File: config.mk
export PLATFORM = sky130hd
export DESIGN_NAME = bitmap_slot_allocator_core
export DESIGN_NICKNAME = d
export VERILOG_FILES = /design/src/bsa_pkg.sv /design/src/bsa_ram.sv /design/src/bsa_div.sv /design/src/bsa_dp.sv /design/src/bsa_ctrl.sv /design/src/bitmap_slot_allocator_core.sv
export SDC_FILE = /design/constraint.sdc
export NUM_CORES = 2
export LEC_CHECK = 0
export BUFFER_PORTS_ARGS = -buffer_cell sky130_fd_sc_hd__buf_2
export CAP_MARGIN = 0
export CORE_AREA = 2 2 385 387
export CTS_BUF_LIST = sky130_fd_sc_hd__clkbuf_8 sky130_fd_sc_hd__clkbuf_16
export DETAILED_ROUTE_END_ITERATION = 8
export DIE_AREA = 0 0 387 389
export PLACE_DENSITY = 0.69
export REMOVE_ABC_BUFFERS = 1
export SLEW_MARGIN = 20
export SYNTH_ARGS = -nofsm -noshare
export SYNTH_HDL_FRONTEND = slang
export SYNTH_HIERARCHICAL = 1
export SYNTH_SLANG_ARGS = --single-unit
File: constraint.sdc
create_clock -name clk -period 14.3 [get_ports clk]
set_clock_uncertainty 0.15 [all_clocks]
set_input_delay 1.43 -clock clk [delete_from_list [all_inputs] [get_ports clk]]
set_output_delay 1.43 -clock clk [all_outputs]
set_load 0.005 [all_outputs]
File: src/bsa_pkg.sv
// Shared types and constants for the bitmap slot allocator.
// Field widths, status and register codes, controller states and the
// command/status bundles between controller and datapath. No dependencies.
package bsa_pkg;

  localparam int CNT_W   = 11;
  localparam int IDX_W   = 10;
  localparam int OFF_W   = 21;
  localparam int OBJ_W   = 17;
  localparam int CFG_I_W = 2;
  localparam int IN_W    = 24;
  localparam int OUT_W   = 48;

  localparam int OBJ_MAX = 65536;

  localparam int DEF_SLOTS       = 1024;
  localparam int DEF_WORD_BITS   = 32;
  localparam int DEF_CHUNK_BYTES = 2097152;

  localparam logic [CNT_W-1:0] RST_SLOT_COUNT   = 11'd1024;
  localparam logic [OBJ_W-1:0] RST_OBJECT_BYTES = 17'd64;
  localparam logic [OFF_W-1:0] RST_DATA_OFFSET  = 21'd4096;

  localparam logic [CFG_I_W-1:0] REG_SLOT_COUNT   = 2'd0;
  localparam logic [CFG_I_W-1:0] REG_OBJECT_BYTES = 2'd1;
  localparam logic [CFG_I_W-1:0] REG_DATA_OFFSET  = 2'd2;

  typedef enum logic [1:0] {
    STAT_OK        = 2'd0,
    STAT_FULL      = 2'd1,
    STAT_BAD_ADDR  = 2'd2,
    STAT_NOT_ALLOC = 2'd3
  } status_t;

  typedef enum logic [3:0] {
    S_IDLE,
    S_ALLOC_INIT,
    S_SCAN,
    S_FREE_RANGE,
    S_DIV,
    S_FREE_CHK,
    S_FREE_BIT,
    S_MUL,
    S_ADD,
    S_OUT
  } state_t;

  typedef struct packed {
    logic    load;
    logic    scan_init;
    logic    scan_step;
    logic    alloc_commit;
    logic    div_start;
    logic    free_rd;
    logic    free_commit;
    logic    mul;
    logic    add;
    logic    set_err;
    status_t err_code;
    logic    out_load;
  } cmd_t;

  typedef struct packed {
    logic fc_zero;
    logic scan_hit;
    logic scan_miss;
    logic range_bad;
    logic div_busy;
    logic quot_bad;
    logic bit_clear;
    logic out_free;
  } stat_t;

endpackage

File: src/bsa_ram.sv
// Generic single-write, single-read RAM with registered read data.
// Depends on nothing.
module bsa_ram #(
  parameter int WIDTH = 32,
  parameter int DEPTH = 32
) (
  input  logic                                      clk,
  input  logic                                      we,
  input  logic [((DEPTH > 1) ? $clog2(DEPTH) : 1)-1:0] waddr,
  input  logic [WIDTH-1:0]                          wdata,
  input  logic                                      re,
  input  logic [((DEPTH > 1) ? $clog2(DEPTH) : 1)-1:0] raddr,
  output logic [WIDTH-1:0]                          rdata
);

  logic [WIDTH-1:0] mem [DEPTH];
  logic [WIDTH-1:0] rdata_r;

  always_ff @(posedge clk) begin
    if (we) begin
      mem[waddr] <= wdata;
    end
    if (re) begin
      rdata_r <= mem[raddr];
    end
  end

  assign rdata = rdata_r;

endmodule

File: src/bsa_div.sv
// Restoring divider, one quotient bit per cycle.
// Depends on nothing.
module bsa_div #(
  parameter int NUM_W = 21,
  parameter int DEN_W = 17
) (
  input  logic             clk,
  input  logic             rst_n,
  input  logic             start,
  input  logic [NUM_W-1:0] num,
  input  logic [DEN_W-1:0] den,
  output logic             busy,
  output logic [NUM_W-1:0] quot,
  output logic [DEN_W-1:0] rem
);

  localparam int CW = $clog2(NUM_W + 1);

  logic             busy_r;
  logic [CW-1:0]    cnt_r;
  logic [NUM_W-1:0] quot_r;
  logic [DEN_W-1:0] rem_r;
  logic [DEN_W-1:0] den_r;
  logic [DEN_W:0]   trial;
  logic             qbit;

  always_comb begin
    trial = {rem_r, quot_r[NUM_W-1]};
    qbit  = (trial >= {1'b0, den_r});
  end

  always_ff @(posedge clk) begin
    if (!rst_n) begin
      busy_r <= 1'b0;
      cnt_r  <= '0;
    end else if (start) begin
      busy_r <= 1'b1;
      cnt_r  <= CW'(NUM_W);
    end else if (busy_r) begin
      cnt_r <= cnt_r - 1'b1;
      if (cnt_r == CW'(1)) begin
        busy_r <= 1'b0;
      end
    end
  end

  always_ff @(posedge clk) begin
    if (start) begin
      quot_r <= num;
      rem_r  <= '0;
      den_r  <= den;
    end else if (busy_r) begin
      quot_r <= {quot_r[NUM_W-2:0], qbit};
      rem_r  <= qbit ? DEN_W'(trial - {1'b0, den_r}) : trial[DEN_W-1:0];
    end
  end

  assign busy = busy_r;
  assign quot = quot_r;
  assign rem  = rem_r;

endmodule

File: src/bsa_dp.sv
// Datapath: config registers, occupancy bitmap RAM with word valid bits,
// scan pipeline, divider, offset multiply-add and output register.
// Depends on bsa_pkg, bsa_ram and bsa_div.
module bsa_dp import bsa_pkg::*; #(
  parameter int SLOTS       = DEF_SLOTS,
  parameter int WORD_BITS   = DEF_WORD_BITS,
  parameter int CHUNK_BYTES = DEF_CHUNK_BYTES
) (
  input  logic               clk,
  input  logic               rst_n,
  input  cmd_t               cmd,
  output stat_t              st,
  input  logic [IN_W-1:0]    in_tdata,
  input  logic               cfg_valid,
  output logic               cfg_ready,
  input  logic [CFG_I_W-1:0] cfg_index,
  input  logic [OFF_W-1:0]   cfg_data,
  output logic               out_tvalid,
  input  logic               out_tready,
  output logic [OUT_W-1:0]   out_tdata
);

  localparam int WORDS  = (SLOTS + WORD_BITS - 1) / WORD_BITS;
  localparam int WI_W   = (WORDS > 1) ? $clog2(WORDS) : 1;
  localparam int BI_W   = $clog2(WORD_BITS);
  localparam int SI_W   = $clog2(SLOTS);
  localparam int PROD_W = OBJ_W + SI_W;
  localparam logic [WORD_BITS-1:0] ONES = '1;
  localparam logic [WORD_BITS-1:0] ONE  = WORD_BITS'(1);

  function automatic logic [CNT_W-1:0] eff_slots(input logic [CNT_W-1:0] sc);
    if (32'(sc) > SLOTS) begin
      return CNT_W'(SLOTS);
    end
    return sc;
  endfunction

  logic [CNT_W-1:0]     slot_count_r;
  logic [OBJ_W-1:0]     obj_r;
  logic [OFF_W-1:0]     doff_r;
  logic [CNT_W-1:0]     hint_r;
  logic [CNT_W-1:0]     fc_r;
  logic [WORDS-1:0]     valid_r;
  logic                 rdv_r;
  logic [OFF_W-1:0]     addr_r;

  logic                 iss_act_r;
  logic [WI_W-1:0]      iss_w_r;
  logic                 iss_pass_r;
  logic                 chk_v_r;
  logic [WI_W-1:0]      chk_w_r;
  logic                 chk_pass_r;

  logic [SI_W-1:0]      fidx_r;
  logic [WI_W-1:0]      fw_r;

  status_t              res_status_r;
  logic [SI_W-1:0]      res_idx_r;
  logic [OFF_W-1:0]     res_off_r;
  logic                 res_empty_r;
  logic [PROD_W-1:0]    prod_r;

  logic                 out_valid_r;
  logic [OUT_W-1:0]     out_data_r;

  logic [CNT_W-1:0]     n;
  logic [CNT_W-1:0]     n_m1;
  logic [OBJ_W-1:0]     ob_eff;
  logic [WI_W-1:0]      last_w;
  logic [BI_W-1:0]      last_b;
  logic [WI_W-1:0]      hint_w;
  logic [BI_W-1:0]      hint_b;
  logic [WORD_BITS-1:0] ram_q;
  logic [WORD_BITS-1:0] rd_word;
  logic [WORD_BITS-1:0] lo_mask;
  logic [WORD_BITS-1:0] hi_mask;
  logic [WORD_BITS-1:0] free_bits;
  logic [BI_W-1:0]      pos;
  logic                 hit;
  logic [SI_W-1:0]      alloc_idx;
  logic [BI_W-1:0]      fbit;

  logic                 ram_we;
  logic [WI_W-1:0]      ram_waddr;
  logic [WORD_BITS-1:0] ram_wdata;
  logic                 ram_re;
  logic [WI_W-1:0]      ram_raddr;

  logic [OFF_W-1:0]     div_quot;
  logic [OBJ_W-1:0]     div_rem;
  logic                 div_busy;
  logic [OFF_W-1:0]     div_num;
  logic [WI_W-1:0]      q_w;
  logic                 cfg_acc;

  assign cfg_ready = 1'b1;
  assign cfg_acc   = cfg_valid;

  always_comb begin
    n    = eff_slots(slot_count_r);
    n_m1 = n - 1'b1;
    if (obj_r == '0) begin
      ob_eff = OBJ_W'(1);
    end else if (32'(obj_r) > OBJ_MAX) begin
      ob_eff = OBJ_W'(OBJ_MAX);
    end else begin
      ob_eff = obj_r;
    end
    last_w  = WI_W'(n_m1 / WORD_BITS);
    last_b  = BI_W'(n_m1 % WORD_BITS);
    hint_w  = WI_W'(hint_r / WORD_BITS);
    hint_b  = BI_W'(hint_r % WORD_BITS);
    rd_word = rdv_r ? ram_q : '0;
    lo_mask = (!chk_pass_r && (chk_w_r == hint_w)) ? ~(ONES << hint_b) : '0;
    hi_mask = (chk_w_r == last_w) ? ((ONES << last_b) << 1) : '0;
    free_bits = ~(rd_word | lo_mask | hi_mask);
    pos = '0;
    for (int b = WORD_BITS - 1; b >= 0; b--) begin
      if (free_bits[b]) begin
        pos = BI_W'(b);
      end
    end
    hit       = |free_bits;
    alloc_idx = SI_W'(32'(chk_w_r) * WORD_BITS + 32'(pos));
    fbit      = BI_W'(fidx_r % WORD_BITS);
    div_num   = addr_r - doff_r;
    q_w       = WI_W'(div_quot / WORD_BITS);
  end

  always_comb begin
    ram_we    = 1'b0;
    ram_waddr = chk_w_r;
    ram_wdata = rd_word | (ONE << pos);
    if (cmd.free_commit) begin
      ram_we    = 1'b1;
      ram_waddr = fw_r;
      ram_wdata = rd_word & ~(ONE << fbit);
    end else if (cmd.alloc_commit) begin
      ram_we = 1'b1;
    end
    ram_re    = (cmd.scan_step && iss_act_r) || cmd.free_rd;
    ram_raddr = cmd.free_rd ? q_w : iss_w_r;
  end

  always_comb begin
    st.fc_zero   = (fc_r == '0);
    st.scan_hit  = chk_v_r && hit;
    st.scan_miss = chk_v_r && !hit && chk_pass_r && (chk_w_r == last_w);
    st.range_bad = (addr_r < doff_r) || (32'(addr_r) >= CHUNK_BYTES);
    st.div_busy  = div_busy;
    st.quot_bad  = (div_rem != '0) || (div_quot >= OFF_W'(n));
    st.bit_clear = !rd_word[fbit];
    st.out_free  = !out_valid_r || out_tready;
  end

  bsa_ram #(
    .WIDTH (WORD_BITS),
    .DEPTH (WORDS)
  ) u_bitmap (
    .clk   (clk),
    .we    (ram_we),
    .waddr (ram_waddr),
    .wdata (ram_wdata),
    .re    (ram_re),
    .raddr (ram_raddr),
    .rdata (ram_q)
  );

  bsa_div #(
    .NUM_W (OFF_W),
    .DEN_W (OBJ_W)
  ) u_div (
    .clk   (clk),
    .rst_n (rst_n),
    .start (cmd.div_start),
    .num   (div_num),
    .den   (ob_eff),
    .busy  (div_busy),
    .quot  (div_quot),
    .rem   (div_rem)
  );

  // pool state and configuration
  always_ff @(posedge clk) begin
    if (!rst_n) begin
      slot_count_r <= RST_SLOT_COUNT;
      obj_r        <= RST_OBJECT_BYTES;
      doff_r       <= RST_DATA_OFFSET;
      hint_r       <= '0;
      fc_r         <= eff_slots(RST_SLOT_COUNT);
      valid_r      <= '0;
      rdv_r        <= 1'b0;
    end else begin
      if (ram_re) begin
        rdv_r <= valid_r[ram_raddr];
      end
      if (cfg_acc && (cfg_index == REG_SLOT_COUNT)) begin
        valid_r <= '0;
      end else if (ram_we) begin
        valid_r[ram_waddr] <= 1'b1;
      end
      if (cfg_acc) begin
        case (cfg_index)
          REG_SLOT_COUNT: begin
            slot_count_r <= cfg_data[CNT_W-1:0];
            hint_r       <= '0;
            fc_r         <= eff_slots(cfg_data[CNT_W-1:0]);
          end
          REG_OBJECT_BYTES: obj_r  <= cfg_data[OBJ_W-1:0];
          REG_DATA_OFFSET:  doff_r <= cfg_data;
          default: ;
        endcase
      end else if (cmd.alloc_commit) begin
        fc_r   <= fc_r - 1'b1;
        hint_r <= CNT_W'(alloc_idx) + 1'b1;
      end else if (cmd.free_commit) begin
        fc_r <= fc_r + 1'b1;
        if (fc_r == '0) begin
          hint_r <= CNT_W'(fidx_r);
        end
      end
    end
  end

  // scan pipeline: issue stage and check stage
  always_ff @(posedge clk) begin
    if (!rst_n) begin
      iss_act_r <= 1'b0;
      chk_v_r   <= 1'b0;
    end else if (cmd.scan_init) begin
      iss_act_r <= 1'b1;
      chk_v_r   <= 1'b0;
    end else if (cmd.scan_step) begin
      chk_v_r <= iss_act_r && !st.scan_hit;
      if (iss_act_r && (iss_w_r == last_w) && iss_pass_r) begin
        iss_act_r <= 1'b0;
      end
    end else begin
      iss_act_r <= 1'b0;
      chk_v_r   <= 1'b0;
    end
  end

  always_ff @(posedge clk) begin
    if (cmd.scan_init) begin
      if (hint_r >= n) begin
        iss_w_r    <= '0;
        iss_pass_r <= 1'b1;
      end else begin
        iss_w_r    <= hint_w;
        iss_pass_r <= 1'b0;
      end
    end else if (cmd.scan_step) begin
      chk_w_r    <= iss_w_r;
      chk_pass_r <= iss_pass_r;
      if (iss_w_r == last_w) begin
        iss_w_r    <= '0;
        iss_pass_r <= 1'b1;
      end else begin
        iss_w_r <= iss_w_r + 1'b1;
      end
    end
  end

  // transaction result
  always_ff @(posedge clk) begin
    if (cmd.load) begin
      addr_r       <= in_tdata[OFF_W-1:0];
      res_status_r <= STAT_OK;
      res_idx_r    <= '0;
      res_off_r    <= '0;
      res_empty_r  <= 1'b0;
    end
    if (cmd.set_err) begin
      res_status_r <= cmd.err_code;
    end
    if (cmd.alloc_commit) begin
      res_idx_r <= alloc_idx;
    end
    if (cmd.free_rd) begin
      fidx_r <= SI_W'(div_quot);
      fw_r   <= q_w;
    end
    if (cmd.free_commit) begin
      res_idx_r   <= fidx_r;
      res_empty_r <= (CNT_W'(fc_r + 1'b1) == n);
    end
    if (cmd.mul) begin
      prod_r <= ob_eff * res_idx_r;
    end
    if (cmd.add) begin
      res_off_r <= doff_r + prod_r[OFF_W-1:0];
    end
  end

  // output register
  always_ff @(posedge clk) begin
    if (!rst_n) begin
      out_valid_r <= 1'b0;
    end else if (cmd.out_load) begin
      out_valid_r <= 1'b1;
    end else if (out_tready) begin
      out_valid_r <= 1'b0;
    end
  end

  always_ff @(posedge clk) begin
    if (cmd.out_load) begin
      out_data_r <= {2'b00, (fc_r == '0), res_empty_r, fc_r, res_off_r,
                     IDX_W'(res_idx_r), res_status_r};
    end
  end

  assign out_tvalid = out_valid_r;
  assign out_tdata  = out_data_r;

endmodule

File: src/bsa_ctrl.sv
// Controller state machine sequencing allocate and free transactions.
// Depends on bsa_pkg.
module bsa_ctrl import bsa_pkg::*; (
  input  logic  clk,
  input  logic  rst_n,
  input  logic  in_tvalid,
  input  logic  in_tuser,
  output logic  in_tready,
  input  stat_t st,
  output cmd_t  cmd
);

  state_t state_r;
  state_t state_nxt;

  always_ff @(posedge clk) begin
    if (!rst_n) begin
      state_r <= S_IDLE;
    end else begin
      state_r <= state_nxt;
    end
  end

  always_comb begin
    state_nxt = state_r;
    cmd       = '0;
    in_tready = 1'b0;
    unique case (state_r)
      S_IDLE: begin
        in_tready = 1'b1;
        if (in_tvalid) begin
          cmd.load  = 1'b1;
          state_nxt = in_tuser ? S_FREE_RANGE : S_ALLOC_INIT;
        end
      end
      S_ALLOC_INIT: begin
        if (st.fc_zero) begin
          cmd.set_err  = 1'b1;
          cmd.err_code = STAT_FULL;
          state_nxt    = S_OUT;
        end else begin
          cmd.scan_init = 1'b1;
          state_nxt     = S_SCAN;
        end
      end
      S_SCAN: begin
        cmd.scan_step = 1'b1;
        if (st.scan_hit) begin
          cmd.alloc_commit = 1'b1;
          state_nxt        = S_MUL;
        end else if (st.scan_miss) begin
          cmd.set_err  = 1'b1;
          cmd.err_code = STAT_FULL;
          state_nxt    = S_OUT;
        end
      end
      S_FREE_RANGE: begin
        if (st.range_bad) begin
          cmd.set_err  = 1'b1;
          cmd.err_code = STAT_BAD_ADDR;
          state_nxt    = S_OUT;
        end else begin
          cmd.div_start = 1'b1;
          state_nxt     = S_DIV;
        end
      end
      S_DIV: begin
        if (!st.div_busy) begin
          state_nxt = S_FREE_CHK;
        end
      end
      S_FREE_CHK: begin
        if (st.quot_bad) begin
          cmd.set_err  = 1'b1;
          cmd.err_code = STAT_BAD_ADDR;
          state_nxt    = S_OUT;
        end else begin
          cmd.free_rd = 1'b1;
          state_nxt   = S_FREE_BIT;
        end
      end
      S_FREE_BIT: begin
        if (st.bit_clear) begin
          cmd.set_err  = 1'b1;
          cmd.err_code = STAT_NOT_ALLOC;
          state_nxt    = S_OUT;
        end else begin
          cmd.free_commit = 1'b1;
          state_nxt       = S_MUL;
        end
      end
      S_MUL: begin
        cmd.mul   = 1'b1;
        state_nxt = S_ADD;
      end
      S_ADD: begin
        cmd.add   = 1'b1;
        state_nxt = S_OUT;
      end
      S_OUT: begin
        if (st.out_free) begin
          cmd.out_load = 1'b1;
          state_nxt    = S_IDLE;
        end
      end
      default: state_nxt = S_IDLE;
    endcase
  end

endmodule

File: src/bitmap_slot_allocator_core.sv
// Bitmap slot allocator: one chunk of equal-sized slots tracked by an
// occupancy bitmap held in a RAM of WORD_BITS-wide words, a free count and a
// next-fit hint. One transaction is in progress at a time. In an allocate the
// scan reads one bitmap word a cycle from the hint, wrapping to word 0, so at
// most twice the number of words are read. A free is paced by the 21-step
// serial divider that turns the byte offset into a slot index. A new
// transaction is taken while the previous result waits in the output
// register. The bitmap needs no clearing pass: per-word valid bits are
// cleared at reset and on a slot_count write. Config writes are accepted in
// every cycle and must only be issued while the block is idle.
module bitmap_slot_allocator_core import bsa_pkg::*; #(
  parameter int SLOTS       = DEF_SLOTS,
  parameter int WORD_BITS   = DEF_WORD_BITS,
  parameter int CHUNK_BYTES = DEF_CHUNK_BYTES
) (
  input  logic               clk,
  input  logic               rst_n,
  input  logic               in_tvalid,
  output logic               in_tready,
  input  logic [IN_W-1:0]    in_tdata,   // free_offset[20:0], zero pad
  input  logic               in_tuser,   // kind
  output logic               out_tvalid,
  input  logic               out_tready,
  // status[1:0], slot_index[11:2], slot_offset[32:12], free_slots[43:33],
  // chunk_empty[44], chunk_full[45], zero pad
  output logic [OUT_W-1:0]   out_tdata,
  input  logic               cfg_valid,
  output logic               cfg_ready,
  input  logic [CFG_I_W-1:0] cfg_index,
  input  logic [OFF_W-1:0]   cfg_data
);

  cmd_t  cmd;
  stat_t st;

  bsa_ctrl u_ctrl (
    .clk       (clk),
    .rst_n     (rst_n),
    .in_tvalid (in_tvalid),
    .in_tuser  (in_tuser),
    .in_tready (in_tready),
    .st        (st),
    .cmd       (cmd)
  );

  bsa_dp #(
    .SLOTS       (SLOTS),
    .WORD_BITS   (WORD_BITS),
    .CHUNK_BYTES (CHUNK_BYTES)
  ) u_dp (
    .clk        (clk),
    .rst_n      (rst_n),
    .cmd        (cmd),
    .st         (st),
    .in_tdata   (in_tdata),
    .cfg_valid  (cfg_valid),
    .cfg_ready  (cfg_ready),
    .cfg_index  (cfg_index),
    .cfg_data   (cfg_data),
    .out_tvalid (out_tvalid),
    .out_tready (out_tready),
    .out_tdata  (out_tdata)
  );

endmodule
* Yosys cells after proc, flatten, opt, wreduce, memory -nomap -nowiden
Memory sizes are Yosys's and may differ from the RTL's. A register that Yosys moved wholly into a read port is not among the register bits. Cells that the tools add are included.
Storage, ports and cells: flip-flop bits (word level) 321, RAM bits 1024, bits of input ports 53, output and inout bits 51, word-level logic and storage cells 268, memories 1
Memory list:
- u_dp.u_bitmap.mem | words 32, bits a word 32, rd ports 1, clocked after memory_dff 1, wr ports 1, line bsa_ram.sv:16 | logic [WIDTH-1:0] mem [DEPTH];
Cells by class: add/sub/neg operators 10, multiply operators 1, $lt $le $gt $ge 11, equal/unequal tests 22, shift operators 4, mux-type cells 133, bitwise gates (word level) 11, reduce and logical (&&, ||, !) cells 45
Operators with widths (number):
- 2-to-1 mux 5 bit | 40
- 2-to-1 mux 11 bit | 13
- 2-to-1 mux 32 bit | 4
- bitwise OR 32 bit | 4
- NOT 32 bit | 3
- 2-to-1 mux 21 bit | 4
- left shift 1 x 5 -> 32 bit, first input constant | 2
- 2-to-1 mux 17 bit | 3
- 2-to-1 mux 1 bit | 42
- case mux 4 bit (10 select lines) | 1
- 2-to-1 mux 4 bit | 9
- AND 32 bit | 1
- OR reduction 32 bit | 1
- left shift 32 x 5 -> 31 bit, first input constant | 1
- left shift 32 x 5 -> 32 bit, first input constant | 1
- 2-to-1 mux 10 bit | 3
- greater-than comparator 11 bit, second input constant | 2
- adder 21 bit | 1
- >= comparator 21 x 11 -> 1 bit | 1
- < comparator 21 bit | 1
- multiplier 17 x 10 -> 21 bit | 1
- subtractor 21 bit | 1
- >= comparator 18 x 17 -> 1 bit | 1
- < comparator 5 x 6 -> 1 bit, second input constant | 3
- other kinds (45) | 94

* Logic depth before layout (Yosys ltp)
depth after elaboration 44, depth in mapped cells 29, mapped depth without buffers 26

* Cells and area by module
The synthesis kept the hierarchy.
Modules (own cells, without submodules):
- bsa_ram | instances 1, cells each 2260, area each 40805.4 um^2
- bsa_dp | instances 1, cells each 2372, area each 20621.0 um^2
- bsa_div | instances 1, cells each 311, area each 3402.0 um^2
- bsa_ctrl | instances 1, cells each 72, area each 504.2 um^2

* Worst setup path before layout
No wires, ideal clock.
path kind reg2reg, start register u_dp.slot_count_r[10], end register u_dp.u_bitmap.rdata_r[25], in the netlist u_dp/u_bitmap/rdata[25], read port of u_dp.u_bitmap.mem, data pin, setup time 263 ps, arrival time 6416 ps, data required time 13887 ps, setup slack 7471 ps, cell stages (with the launch flop) 29, buffers on the path 7, clock period less this slack 6829 ps, cell sequence dfxtp_1 -> clkbuf_1 -> clkinv_1 -> nand2_1 -> ha_1 -> nor2b_1 -> o21a_1 -> o21a_1 -> o21ai_0 -> nand2b_1 -> a21oi_1 -> nor2b_1 -> o21ai_0 -> nand2b_1 -> a21oi_1 -> o41ai_1 -> nor4_1 -> clkbuf_1 -> mux2i_1 -> clkbuf_1 -> inv_1 -> buf_4 -> buf_6 -> buf_6 -> buf_6 -> mux2i_1 -> a22oi_1 -> a31oi_1 -> nand3_1
RTL lines:
- start: declaration | line bsa_dp.sv:38 | logic [CNT_W-1:0] slot_count_r;
- start signal: assignment | line bsa_dp.sv:205 | slot_count_r <= cfg_data[CNT_W-1:0];
- end: declaration | line bsa_ram.sv:17 | logic [WIDTH-1:0] rdata_r;

==> out/metrics.cfg <==
[outcome]
outcome=finished clean

[grt]
grt_pass1_vias=40870
grt_overflow_total=0
grt_max_degree=129
antenna_found_initial=1
grt_pass1_wl_um=262900
grtUsageTotal=0.2320

[placement]
place.gp.congestion=0.9310
dp_hpwl_um=108500
port_buffers=97
place_inst=6864

[die]
ios=104
initial_core_util=0.4456
dieWidth_um=387
num_rows=141
die_height_um=389
dieArea_um2=150500
core_um2=146600

[layout]
ff_latch_area_um2=39860
multiInputGateArea_um2=23900
layout.nets=5369
finalNonFillerCells=7117
drive_gt1_frac=0.1057
final_cell_mix=edfxtp_1 (1238), mux2i_1 (544), nand2_1 (464)
nFillCells=12480
syn2layout_area_growth_pct=11.49
layout_commonest_cell=edfxtp_1

[setup_path]
worstSetupEndpointType=flip-flop
critPathRequiredTime_ns=14.58
cp-start-kind=flip-flop
cp.arrival_ns=8.06
worstPathMaxFanout=24
path_class=flip-flop to flip-flop

[clocking]
htree_levels=4
cts_sinks=1372
max-clock-path-buffers=3
cts-resized-gates=0
postCtsHoldBufs=0
ctsRootBufferMaster=clkbuf_16
post_cts_buffers=0
cts_tree=yes
clkTransAtPathRegs_ns=0.06
clock_latency_ns=0.80
numCtsBuffers=138

[worst_hold_path]
min_path_type=flip-flop to flip-flop

[power]
ir_drop_uv=168.9
cellPowerDensity_nw_per_um2=155.5
power.total_mw=11.32
p_leak_nw=26.38

[routing]
drc_errors=0
first_pass_iters=7
ant_nets=0
drt_iter0_markers=4014
drt_wl_total_um=177400
vias=42160
via_per_inst=5.923
post_drt_wl_per_cell_um=24.93

[sta]
max_freq_mhz=128.5
setup_viol=0
drv_slew=0
rsz0062_at_grt=no
finalSetupTns_ns=0
fin_crit_ns=7.784
hold_viol_final=0
finalCritPeriodShare=0.5443
worstMarginPinSlew_ns=1.150
slew_headroom=0.2234

[logic_synthesis]
synth_ff_type=edfxtp_1
syn_area_um2=65330
yosysUniqueCellTypes=110
yosysWarnings=6
ys_ff_latch=1372
synth_seq_area_share=0.6101
synth_cells=5015
syn_avg_cell_area_um2=13.03
ys_async_sr_fraction=0
synth-edff-count=1238

[run]
cap_violations=0

==> Yosys cell counts, types with 108 or more instances <==
master	instances	share of area
o21ai_0	117	0.0090
edfxtp_1	1238	0.57
a21oi_1	238	0.018
and2_1	112	0.011
a22oi_1	118	0.014
nand3_1	155	0.012
inv_1	210	0.012
clkbuf_1	166	0.0095
nand2_1	465	0.027
nor2_1	219	0.013
mux2i_1	545	0.083
ha_1	134	0.026
dfxtp_1	134	0.041
fa_1	108	0.033
==> routing by layer <==
metal	global-route usage	wire (µm)	vias to the layer above
met5	0	0	-
met4	0.07829	5662	0
met3	0.03475	13450	350
met2	0.3893	85790	1756
met1	0.3088	72500	21250
li1	-	-	18800
==> cell families (layout without fill, tap and decap cells) <==
logic type      count (synthesis)  count (layout)  share of synthesized area
other cells                     2               4                  0.0001150
fa+ha+maj                     242             242                    0.05876
mux                           578             578                    0.09062
buf+inv                       487             657                    0.03302
flops                        1372            1372                     0.6101
compound gates                937             937                    0.09725
simple gates                 1284            1284                    0.09489
xor+xnor                      113             113                    0.01526
==> through the flow <==
stage	cell area (µm²)	hold slack (ns)	worst slack, ns	utilization
floorplan	63980	0.2503	-7.336	-
global placement	68140	0.2516	6.711	0.4648
detailed placement	68220	0.2545	6.632	0.4653
CTS	72780	0.2587	6.616	0.4964
global route	72840	0.2650	6.151	0.4968
finish	72840	0.2540	6.516	0.4968
==> power breakdown <==
group | switching, mW | internal [mW]
registers | 0.166 | 4.55
clock network | 1.59 | 2.01
logic | 1.89 | 1.12
==> state kept, by name (all words and copies together) (netlist names), 21 cells and up <==
| signal | count |
|---|---|
| u_dp/prod_r | 21 |
| u_dp/addr_r | 21 |
| u_dp/res_off_r | 21 |
| u_dp/valid_r | 32 |
| u_dp/u_bitmap/mem | 1024 |
| u_dp/u_div/quot | 21 |
| u_dp/doff_r | 21 |
| u_dp/u_bitmap/rdata | 32 |
| u_dp/out_tdata | 46 |
==> critical path, stage by stage, from the launching register on <==
cell and delay (ns):
dfxtp_1 0.34, clkinv_1 0.42, nand2_1 0.47, ha_1 0.56
or4b_2 0.65, o211a_1 0.31, a211o_1 0.37, and4_1 0.24
o21ai_0 0.33, nor4bb_1 0.13, nand2_1 0.15, and2_1 0.29
and3_1 0.20, buf_4 0.31, nor2_1 0.12, inv_1 0.20
nand3b_1 0.69, nor2_4 0.86, buf_4 0.56
==> path summary, 6_finish.rpt <==
| kind | from | end | slack [ns] | cells after the start |
|---|---|---|---|---|
| min | u_dp/res_off_r[7] | u_dp/out_tdata[19] | 0.25 | 0 |
| max reg2reg | u_dp/slot_count_r[10] | u_dp/u_bitmap/mem[1][6] | 6.52 | 18 |
| max | u_dp/slot_count_r[10] | u_dp/u_bitmap/mem[1][6] | 6.52 | 18 |
| min reg2reg | u_dp/res_off_r[7] | u_dp/out_tdata[19] | 0.25 | 0 |
==> cell type report <==
| cell class | instances | share of cell area |
|---|---|---|
| clock buffers | 142 | 0.04832 |
| inverters | 212 | 0.01103 |
| well taps | 1930 | 0.03315 |
| flip-flops and latches | 1372 | 0.5472 |
| clock inverters | 110 | 0.01429 |
| repair buffers | 193 | 0.01781 |
| diodes | 1 | 0.00003436 |
| multi-input cells | 3157 | 0.3281 |
Note: power is estimated with default switching activity, not from simulation.
